<file path="src/hdl/lfu_page_replacement_defines.svh">
// Assertion macros for the LFU page replacement block.
// The using scope provides clk and rst_n.
`ifndef LFU_PAGE_REPLACEMENT_DEFINES_SVH
`define LFU_PAGE_REPLACEMENT_DEFINES_SVH

`ifndef SYNTH
`define LFU_ASSERT(lbl, prop, msg) \
  lbl: assert property (@(posedge clk) disable iff (!rst_n) prop) else $error(msg);
`define LFU_ASSERT_NEXT(lbl, pre, post, msg) \
  lbl: assert property (@(posedge clk) disable iff (!rst_n) (pre) |=> (post)) else $error(msg);
`else
`define LFU_ASSERT(lbl, prop, msg)
`define LFU_ASSERT_NEXT(lbl, pre, post, msg)
`endif

`endif

</file>
<file path="src/hdl/lfu_pkg.sv">
package lfu_pkg;

  localparam int CNT_W   = 16;
  localparam int STAMP_W = 32;
  localparam int FLT_W   = 16;
  localparam int CFG_W   = 4;
  localparam int FIDX_W  = 3;
  localparam int EPAGE_W = 8;
  localparam int IN_W    = 8;
  localparam int OUT_W   = 32;
  localparam int USER_W  = 2;

  typedef logic [CNT_W-1:0]   cnt_t;
  typedef logic [STAMP_W-1:0] stamp_t;
  typedef logic [FLT_W-1:0]   flt_t;
  typedef logic [CFG_W-1:0]   cfg_t;

  localparam cnt_t CNT_MAX = '1;
  localparam flt_t FLT_MAX = '1;
  localparam cfg_t CFG_RST = CFG_W'(8);

  typedef struct packed {
    logic match;
    logic better;
  } cmp_res_t;

endpackage

</file>
<file path="src/hdl/lfu_ram.sv">
module lfu_ram #(
  parameter int WIDTH = 56,
  parameter int DEPTH = 8,
  localparam int AW = (DEPTH > 1) ? $clog2(DEPTH) : 1
) (
  input  logic             clk,
  input  logic             we,
  input  logic [AW-1:0]    waddr,
  input  logic [WIDTH-1:0] wdata,
  input  logic [AW-1:0]    raddr,
  output logic [WIDTH-1:0] rdata
);

  logic [WIDTH-1:0] mem_r [DEPTH];

  always_ff @(posedge clk) begin
    if (we) begin
      mem_r[waddr] <= wdata;
    end
    rdata <= mem_r[raddr];
  end

endmodule

</file>
<file path="src/hdl/lfu_cmp.sv">
module lfu_cmp #(
  parameter int PAGE_BITS = 8
) (
  input  logic                   entry_valid,
  input  logic [PAGE_BITS-1:0]   ref_page,
  input  logic [PAGE_BITS-1:0]   entry_page,
  input  lfu_pkg::cnt_t          entry_cnt,
  input  lfu_pkg::stamp_t        entry_stamp,
  input  lfu_pkg::cnt_t          best_cnt,
  input  lfu_pkg::stamp_t        best_stamp,
  output lfu_pkg::cmp_res_t      res
);
  import lfu_pkg::*;

  always_comb begin
    res.match  = entry_valid && (entry_page == ref_page);
    res.better = (entry_cnt < best_cnt) ||
                 ((entry_cnt == best_cnt) && (entry_stamp < best_stamp));
  end

endmodule

</file>
<file path="src/hdl/lfu_page_replacement.sv">
// LFU page replacement with oldest-use tie break. Each input item is one page
// reference; each produces exactly one result item telling whether it hit,
// which frame now holds the page, which page (if any) was evicted, and the
// saturating fault count. Frame pages, use counts and last-use stamps live in
// one RAM that a single compare unit walks one frame per cycle. Each item is
// scanned over the n active frames through the registered RAM read, where n
// is the active frame count set by cfg_wdata (0 acts as 1, above FRAMES acts
// as FRAMES), then written back once the output register is free; the block
// then returns to idle, the only state in which the input is ready. A
// finished result waits in an output register while the next item is
// accepted and scanned. Write configuration only while idle.
`include "lfu_page_replacement_defines.svh"

module lfu_page_replacement #(
  parameter int FRAMES    = 8,
  parameter int PAGE_BITS = 8
) (
  input  logic                        clk,
  input  logic                        rst_n,
  input  logic                        cfg_we,
  input  lfu_pkg::cfg_t               cfg_wdata,   // frames_in_use
  input  logic                        in_tvalid,
  output logic                        in_tready,
  input  logic [lfu_pkg::IN_W-1:0]    in_tdata,    // [7:0] page_number
  output logic                        out_tvalid,
  input  logic                        out_tready,
  output logic [lfu_pkg::OUT_W-1:0]   out_tdata,   // [2:0] frame_index,
                                                   // [10:3] evicted_page,
                                                   // [26:11] fault_count
  output logic [lfu_pkg::USER_W-1:0]  out_tuser    // [0] hit, [1] evicted_valid
);
  import lfu_pkg::*;

  localparam int IW = (FRAMES > 1) ? $clog2(FRAMES) : 1;
  localparam int NW = $clog2(FRAMES + 1);
  localparam int EW = PAGE_BITS + CNT_W + STAMP_W;
  localparam int PAD_W = OUT_W - FLT_W - EPAGE_W - FIDX_W;
  localparam logic [NW-1:0] N_MAX = NW'(FRAMES);

  typedef enum logic [1:0] {S_IDLE, S_SCAN, S_WB} state_t;

  state_t                 state_r;
  cfg_t                   cfg_r;
  logic [NW-1:0]          n_r;
  logic [NW-1:0]          n_act;
  logic [PAGE_BITS-1:0]   page_r;
  logic [NW-1:0]          idx_r;
  logic                   pend_r;
  logic [IW-1:0]          eidx_r;
  logic                   found_r;
  logic [IW-1:0]          slot_r;
  cnt_t                   hcnt_r;
  logic                   empty_r;
  logic [IW-1:0]          eslot_r;
  logic [IW-1:0]          vslot_r;
  cnt_t                   vcnt_r;
  stamp_t                 vstamp_r;
  logic [PAGE_BITS-1:0]   vpage_r;
  logic [FRAMES-1:0]      valid_r;
  stamp_t                 stamp_r;
  flt_t                   faults_r;
  logic                   out_valid_r;
  logic [OUT_W-1:0]       out_data_r;
  logic [USER_W-1:0]      out_user_r;

  logic                   issue;
  logic                   wb_go;
  logic                   evict;
  logic [IW-1:0]          sel_slot;
  cnt_t                   cnt_nxt;
  flt_t                   faults_nxt;
  logic [EW-1:0]          rd_data;
  logic [EW-1:0]          wr_data;
  logic [PAGE_BITS-1:0]   e_page;
  cnt_t                   e_cnt;
  stamp_t                 e_stamp;
  logic                   e_valid;
  cmp_res_t               cmp_res;

  always_comb begin
    if (cfg_r == '0) begin
      n_act = NW'(1);
    end else if (32'(cfg_r) > FRAMES) begin
      n_act = N_MAX;
    end else begin
      n_act = NW'(cfg_r);
    end
  end

  assign in_tready  = (state_r == S_IDLE);
  assign out_tvalid = out_valid_r;
  assign out_tdata  = out_data_r;
  assign out_tuser  = out_user_r;

  assign issue = (state_r == S_SCAN) && (idx_r < n_r);
  assign wb_go = (state_r == S_WB) && (!out_valid_r || out_tready);

  assign e_page  = rd_data[EW-1 -: PAGE_BITS];
  assign e_cnt   = rd_data[STAMP_W +: CNT_W];
  assign e_stamp = rd_data[STAMP_W-1:0];
  assign e_valid = valid_r[eidx_r];

  always_comb begin
    evict      = !found_r && !empty_r;
    sel_slot   = found_r ? slot_r : (empty_r ? eslot_r : vslot_r);
    cnt_nxt    = found_r ? ((hcnt_r == CNT_MAX) ? hcnt_r : hcnt_r + CNT_W'(1))
                         : CNT_W'(1);
    faults_nxt = (!found_r && (faults_r != FLT_MAX)) ? faults_r + FLT_W'(1) : faults_r;
    wr_data    = {page_r, cnt_nxt, stamp_r};
  end

  lfu_ram #(
    .WIDTH (EW),
    .DEPTH (FRAMES)
  ) u_ram (
    .clk   (clk),
    .we    (wb_go),
    .waddr (sel_slot),
    .wdata (wr_data),
    .raddr (idx_r[IW-1:0]),
    .rdata (rd_data)
  );

  lfu_cmp #(
    .PAGE_BITS (PAGE_BITS)
  ) u_cmp (
    .entry_valid (e_valid),
    .ref_page    (page_r),
    .entry_page  (e_page),
    .entry_cnt   (e_cnt),
    .entry_stamp (e_stamp),
    .best_cnt    (vcnt_r),
    .best_stamp  (vstamp_r),
    .res         (cmp_res)
  );

  always_ff @(posedge clk) begin
    if (!rst_n) begin
      state_r     <= S_IDLE;
      cfg_r       <= CFG_RST;
      n_r         <= N_MAX;
      idx_r       <= '0;
      pend_r      <= 1'b0;
      found_r     <= 1'b0;
      empty_r     <= 1'b0;
      valid_r     <= '0;
      stamp_r     <= '0;
      faults_r    <= '0;
      out_valid_r <= 1'b0;
    end else begin
      if (cfg_we) begin
        cfg_r <= cfg_wdata;
      end
      if (out_valid_r && out_tready && !wb_go) begin
        out_valid_r <= 1'b0;
      end
      unique case (state_r)
        S_IDLE: begin
          if (in_tvalid) begin
            state_r <= S_SCAN;
            n_r     <= n_act;
            page_r  <= PAGE_BITS'(in_tdata);
            idx_r   <= '0;
            pend_r  <= 1'b0;
            found_r <= 1'b0;
            empty_r <= 1'b0;
          end
        end
        S_SCAN: begin
          pend_r <= issue;
          if (issue) begin
            idx_r  <= idx_r + NW'(1);
            eidx_r <= idx_r[IW-1:0];
          end
          if (pend_r) begin
            if (cmp_res.match && !found_r) begin
              found_r <= 1'b1;
              slot_r  <= eidx_r;
              hcnt_r  <= e_cnt;
            end
            if (!e_valid && !empty_r) begin
              empty_r <= 1'b1;
              eslot_r <= eidx_r;
            end
            if ((eidx_r == '0) || cmp_res.better) begin
              vslot_r  <= eidx_r;
              vcnt_r   <= e_cnt;
              vstamp_r <= e_stamp;
              vpage_r  <= e_page;
            end
            if (idx_r == n_r) begin
              state_r <= S_WB;
            end
          end
        end
        S_WB: begin
          if (wb_go) begin
            state_r           <= S_IDLE;
            valid_r[sel_slot] <= 1'b1;
            stamp_r           <= stamp_r + STAMP_W'(1);
            faults_r          <= faults_nxt;
            out_valid_r       <= 1'b1;
            out_data_r        <= {{PAD_W{1'b0}}, faults_nxt,
                                  (evict ? EPAGE_W'(vpage_r) : EPAGE_W'(0)),
                                  FIDX_W'(sel_slot)};
            out_user_r        <= {evict, found_r};
          end
        end
        default: begin
          state_r <= S_IDLE;
        end
      endcase
    end
  end

  `LFU_ASSERT(a_scan_bound, (state_r == S_SCAN) |-> (idx_r <= n_r), "scan index past active frames")
  `LFU_ASSERT(a_slot_active, (state_r == S_WB) |-> (32'(sel_slot) < 32'(n_r)), "slot outside active frames")
  `LFU_ASSERT(a_hit_no_evict, (out_tvalid && out_tuser[0]) |-> !out_tuser[1], "hit reported with eviction")
  `LFU_ASSERT_NEXT(a_faults_mono, 1'b1, faults_r >= $past(faults_r), "fault count decreased")

endmodule

</file>
<file path="config.mk">
export PLATFORM = sky130hd
export DESIGN_NAME = lfu_page_replacement
export DESIGN_NICKNAME = d
export VERILOG_FILES = /design/src/hdl/lfu_pkg.sv /design/src/hdl/lfu_ram.sv /design/src/hdl/lfu_cmp.sv /design/src/hdl/lfu_page_replacement.sv
export VERILOG_INCLUDE_DIRS = /design/src /design/src/hdl
export SDC_FILE = /design/constraint.sdc
export NUM_CORES = 1
export LEC_CHECK = 0
export BUFFER_PORTS_ARGS = -buffer_cell sky130_fd_sc_hd__buf_2
export CAP_MARGIN = 30
export CORE_MARGIN = 3
export CORE_UTILIZATION = 55
export CTS_BUF_LIST = sky130_fd_sc_hd__clkbuf_2 sky130_fd_sc_hd__clkbuf_4 sky130_fd_sc_hd__clkbuf_8
export DETAILED_ROUTE_END_ITERATION = 8
export GPL_TIMING_DRIVEN = 0
export PLACE_DENSITY = 0.81
export SYNTH_ARGS = -nofsm -noshare
export SYNTH_HDL_FRONTEND = slang
export SYNTH_SLANG_ARGS = --single-unit
</file>
<file path="constraint.sdc">
create_clock -name clk -period 10.06 [get_ports clk]
set_input_delay 1.509 -clock clk [delete_from_list [all_inputs] [get_ports clk]]
set_output_delay 1.509 -clock clk [all_outputs]
set_load 0.01 [all_outputs]
</file>
=== Yosys cells after proc, flatten, opt, wreduce, memory -nomap -nowiden ===
Memories as Yosys holds them, arrays and structs flattened. A register that Yosys moved wholly into a read port is not among the register bits.
Index checks and enable logic that the tools add are counted.

* $add $sub $neg: 4
* Magnitude comparators: 7
* Equality and inequality tests: 14
* Muxes and demuxes: 32
* Bitwise logic cells: 1
* Reduce and logical (&&, ||, !) cells: 36

{| class="wikitable"
|+ Operators by type and width
! cell !! number
|-
| $mux 16 || 3
|-
| $add 16x1->16 const B || 2
|-
| $add 32x1->32 const B || 1
|-
| $lt 32x32->1 || 1
|-
| $reduce_and 4->1 || 6
|-
| $eq 16x16->1 || 1
|-
| $eq 16x16->1 const B || 1
|-
| $lt 16x16->1 || 1
|-
| $mux 4 || 4
|-
| $ne 16x16->1 const B || 1
|-
| $mux 1 || 12
|-
| $reduce_and 3->1 || 4
|-
| $logic_and 1x1->1 || 11
|-
| $eq 8x8->1 || 1
|-
| $lt 3x4->1 const B || 2
|-
| $mux 2 || 4
|-
| $ne 2x2->1 const B || 4
|-
| $or 8x8->8 || 1
|-
| $pmux 4 s2 || 1
|-
| $mux 3 || 2
|-
| $ne 2x1->1 const B || 3
|-
| $pmux 1 s2 || 3
|-
| $pmux 2 s3 || 1
|-
| $reduce_and 2->1 || 3
|-
| 15 further kinds || 21
|}

* Register bits: 195
* Bits in writable memories: 448
* Input bits: 17
* Output and inout bits: 36
* Word-level logic and storage cells: 118
* Memories kept: 1

{| class="wikitable"
|+ Memory list
! memory !! words !! bits a word !! read ports !! clocked after memory_dff !! write ports !! line !! text
|-
| u_ram.mem_r || 8 || 56 || 1 || 1 || 1 || lfu_ram.sv:14 || <nowiki>logic [WIDTH-1:0] mem_r [DEPTH];</nowiki>
|}

=== Logic depth before layout (Yosys ltp) ===
* Depth after elaboration: 8
* Mapped depth: 11
* Depth with buffers taken out: 8

=== By module ===
Synthesis repeated with hierarchy kept, for this count alone.

* Cells, all modules: 1561
* Area total of the unflattened synthesis: 27236.1 um^2

{| class="wikitable"
|+ By module, submodules not included
! module !! times used !! cells an instance !! area each (um^2) !! sequential area each (um^2)
|-
| lfu_ram || 1 || 716 || 17974.7 || 14574.0
|-
| lfu_page_replacement || 1 || 670 || 8011.4 || 5114.9
|-
| lfu_cmp || 1 || 175 || 1249.9 || 0.0
|}

=== Worst setup path after synthesis ===
No wires, ideal clock.

* Path kind: input-to-reg
* Start point: input port rst_n
* End point: register vcnt_r[0], enable pin
* Data arrival time: 5.189 ns
* Required time: 9.563 ns
* Path slack: 4.374 ns
* Cell stages on the path: 5
* Buffers on the path: 1
* Cells stage by stage: clkbuf_1 -> nand2_1 -> nor4_1 -> o311ai_0 -> o22ai_1

* Longest elaborated chain between the ends: 1

{| class="wikitable"
|+ RTL lines
! what !! line !! text
|-
| from (decl) || lfu_page_replacement.sv:19 || <nowiki>input logic rst_n,</nowiki>
|-
| $reduce_and 4->1 (no source line) || -- ||
|-
| to (signal assigned) || lfu_page_replacement.sv:187 || <nowiki>vcnt_r <= e_cnt;</nowiki>
|-
| to (decl) || lfu_page_replacement.sv:56 || <nowiki>cnt_t vcnt_r;</nowiki>
|}

Every way passes these cells.
A chain may end at the register's enable or synchronous reset.

=== Worst setup path after layout ===
* Start point: input port out_tready
* End point: memory u_ram.mem_r[3][22], enable pin

* Longest elaborated chain between the ends: 4

{| class="wikitable"
|+ RTL lines
! what !! line !! text
|-
| from (decl) || lfu_page_replacement.sv:26 || <nowiki>input logic out_tready,</nowiki>
|-
| $logic_or 1x1->1 || lfu_page_replacement.sv:96 || <nowiki>assign wb_go = (state_r == S_WB) && (!out_valid_r || out_tready);</nowiki>
|-
| $logic_and 1x1->1 || lfu_page_replacement.sv:96 ||
|-
| $mux 1 || lfu_ram.sv:17 || <nowiki>if (we) begin</nowiki>
|-
| $mux 1 (implied by the code) || lfu_ram.sv:18 || <nowiki>mem_r[waddr] <= wdata;</nowiki>
|-
| to (decl) || lfu_ram.sv:14 ||
|}

Every way passes these cells.

==> flow_metrics.tcl <==
set metrics [dict create \
    min_from "u_ram.rdata[0]$_DFF_P_" \
    place_congestion 0.805 \
    hold_buffers 0 \
    die_w_um 227 \
    synth_area_leader_cell "edfxtp_1" \
    area_growth_syn_to_layout_pct 13.5 \
    layout.nets 1781 \
    slew_headroom_pct 34.1 \
    crit_type "in2reg" \
    die_area_sq_um 51600 \
    post-cts-setup-buffer-count 0 \
    grt_setup_unrepaired "no" \
    yosysSeqAreaShare_pct 73.2 \
    maxSlewViolCount 0 \
    die_h_um 227 \
    final_cell_mix "569 x edfxtp_1, 130 x dfxtp_1, 115 x clkbuf_8, 114 x mux4_2, 108 x nor2_1" \
    nFillCells 3180 \
    worst_pin_slew_ns 0.989 \
    setup_viol 0 \
    r2r_setup_slack_ns 6.26 \
    finalSetupTns_ns 0 \
    syn_area_sq_um 26900 \
    clk_latency_ns 0.68 \
    num_antenna_cells 0 \
    avgSynthCellArea_sq_um 17.6 \
    fin_hold_ws_ns 0.427 \
    power_leakage_nw 10.3 \
    postCtsResizedCells 0 \
    drive_gt1_share_pct 25.4 \
    holdPathEnd "vstamp_r[0]$_DFFE_PP_" \
    power_density_nw_per_um2 183 \
    drt_iter0_drc 1325 \
    status "finished, final reports clean" \
    ios 53 \
    via_per_inst 5.89 \
    post_drt_wl_per_cell_um 22.7 \
    root_buffer "clkbuf_8" \
    post-route-cell-area_sq_um 30500 \
    ant_nets 0 \
    min_period_ns 3.88 \
    ir_drop_v 0.000155 \
    wl_mm 54.8 \
    yosys_warnings 0 \
    antenna_found_initial 0 \
    synth.distinct_cells 57 \
    synth_top_flop_cell "edfxtp_1" \
    drc 0 \
    worstReg2RegStart "vstamp_r[2]$_DFFE_PP_" \
    synth_enable_flop_cells 569 \
    synth_cells 1532 \
    start_util_pct 56.0 \
    track_usage_pct 21.5 \
    async_reset_ff_share_pct 0 \
    rr_worst_depth 10 \
    synth_seq_cells 699 \
    hold_depth 0 \
    cts.sink_count 699 \
    cts_tree "done" \
    placed_cell_area_sq_um 28500 \
    critPathRequiredTime_ns 10.38 \
    cts_buffers 99 \
    clock_path_buffers 3 \
    crit_fanout 25 \
    io_buffer_count 45 \
    dr_total_vias 14200 \
    yosys.area.top_type_share_pct 63.5 \
    maxCapViolations 0 \
    layout_commonest_cell "edfxtp_1" \
    path_clk_slew_ns 0.06 \
    design_power_total_w 0.00559 \
    cp_data_arrival_time_ns 4.20 \
    fp.coreArea_sq_um 48000 \
    finalClockSkew_ns 0.0549 \
    timing.fmax_mhz 257 \
    grt_pass1_vias 14800 \
    drt_pass1_iterations 5 \
    r2r_end "vstamp_r[16]$_DFFE_PP_" \
    synth.area.top_cells "edfxtp_1 64%, dfxtp_1 9.7%, mux4_2 9.5%, ha_1 2.6%, mux2_2 2.4%" \
    h-tree-depth 3 \
    overflow 0 \
    core.rowCount 80 \
    hpwl_mm 34.6 \
    grt_pass1_wl_mm 83.7 \
    hold_violations 0 \
    startpoint_type "input pin" \
    crit_path_end_kind "flop" \
    min_period_over_period_pct 38.6 \
    grt_start_max_net_pins 30 \
    min_path_type "reg2reg" \
]
[Yosys cell counts, drive strengths merged (3+ instances only)]
master / n
nand2: 56
mux4: 114
xor2: 37
and4: 7
nand3: 27
and2: 12
o21ai: 22
nor3: 25
mux2: 58
nor2: 118
mux2i: 10
dfxtp: 130
ha: 55
a31oi: 5
a21o: 4
a21oi: 39
xnor2: 35
clkbuf: 42
and3: 6
nand2b: 7
nor4: 6
inv: 65
edfxtp: 569
a2111oi: 3
or3: 12
nand4: 24
buf: 16
nor2b: 3
[cells by family after synthesis]
family / after synthesis / share of synthesized area, %
DFF: 699 / 73.2
and+or+nand+nor: 312 / 5.73
muxes: 182 / 12.3
buffers and inverters: 123 / 1.85
AOI/OAI and AO/OA: 88 / 1.96
xor gates and xnor gates: 72 / 2.34
adders and majority gates: 55 / 2.56
other: 1 / 0.0139
[report_power, final]
part           switching [W]  internal (W)  total [W]  leakage, nW
logic               0.000109     0.0000990   0.000208         2.72
registers          0.0000203       0.00312    0.00314         6.50
clock network        0.00101       0.00123    0.00224         1.11
[sequential cells by signal, indices dropped and copies added, names as in the netlist, 2 cells and up]
register and cells:
cfg_r 4, eidx_r 3, eslot_r 3, faults_r 16, hcnt_r 16, idx_r 4, n_r 4, out_tdata 27
out_tuser 2, page_r 8, slot_r 3, stamp_r 32, state_r 2, u_ram.mem_r 448, u_ram.rdata 56, valid_r 8
vcnt_r 16, vpage_r 8, vslot_r 3, vstamp_r 32
[worst max path at each step]
stage	from	endpoint	slack, ns
after floorplan	rst_n	vcnt_r[0]$_DFFE_PP_	4.37
after global placement	out_tready	u_ram.mem_r[7][20]$_DFFE_PP_	1.66
after CTS	out_tready	u_ram.mem_r[3][22]$_DFFE_PP_	6.25
final	out_tready	u_ram.mem_r[3][22]$_DFFE_PP_	6.18
after global routing	out_tready	u_ram.mem_r[3][24]$_DFFE_PP_	6.11
after detailed placement	out_tready	u_ram.mem_r[3][22]$_DFFE_PP_	5.58
[cell type report]
class / instances / area, sq um / share of cell area, %
multi-input cells: 714 / 6810 / 22.3
plain buffers: 58 / 253 / 0.828
clock buffers: 159 / 1910 / 6.27
inverters: 65 / 244 / 0.799
flip-flops and latches: 699 / 19700 / 64.5
well taps: 615 / 769 / 2.52
repair buffers: 72 / 704 / 2.31
clock inverters: 27 / 145 / 0.475
[critical path: stages]
cell	delay [ns]
buf_2	0.08
or2b_2	0.21
and2_1	0.33
clkbuf_1	0.50
nand2_1	0.40
nor2_4	0.61
buf_12	0.28
buf_12	0.24
[routing by layer]
layer | routed length (um) | vias to the layer above | part of all wire [%] | GRT usage, %
met1 | 22000 | 7243 | 40 | 29.0
met5 | 0 | - | 0 | 0
li1 | - | 6251 | - | -
met2 | 27700 | 584 | 50 | 36.0
met3 | 3850 | 101 | 7.0 | 3.73
met4 | 1250 | 0 | 2.3 | 7.33
[stage by stage]
stage / cells / setup WS, ns / util [%]
2_1_floorplan: 1536 / 4.37 / -
3_3_place_gp: 2196 / 1.66 / 58.1
3_5_place_dp: 2222 / 5.58 / 59.2
4_1_cts: 2408 / 6.25 / 63.5
5_1_grt: 2409 / 6.11 / 63.5
6_report: 2409 / 6.18 / 63.5
No activity file was read; power rests on OpenSTA's default activity.
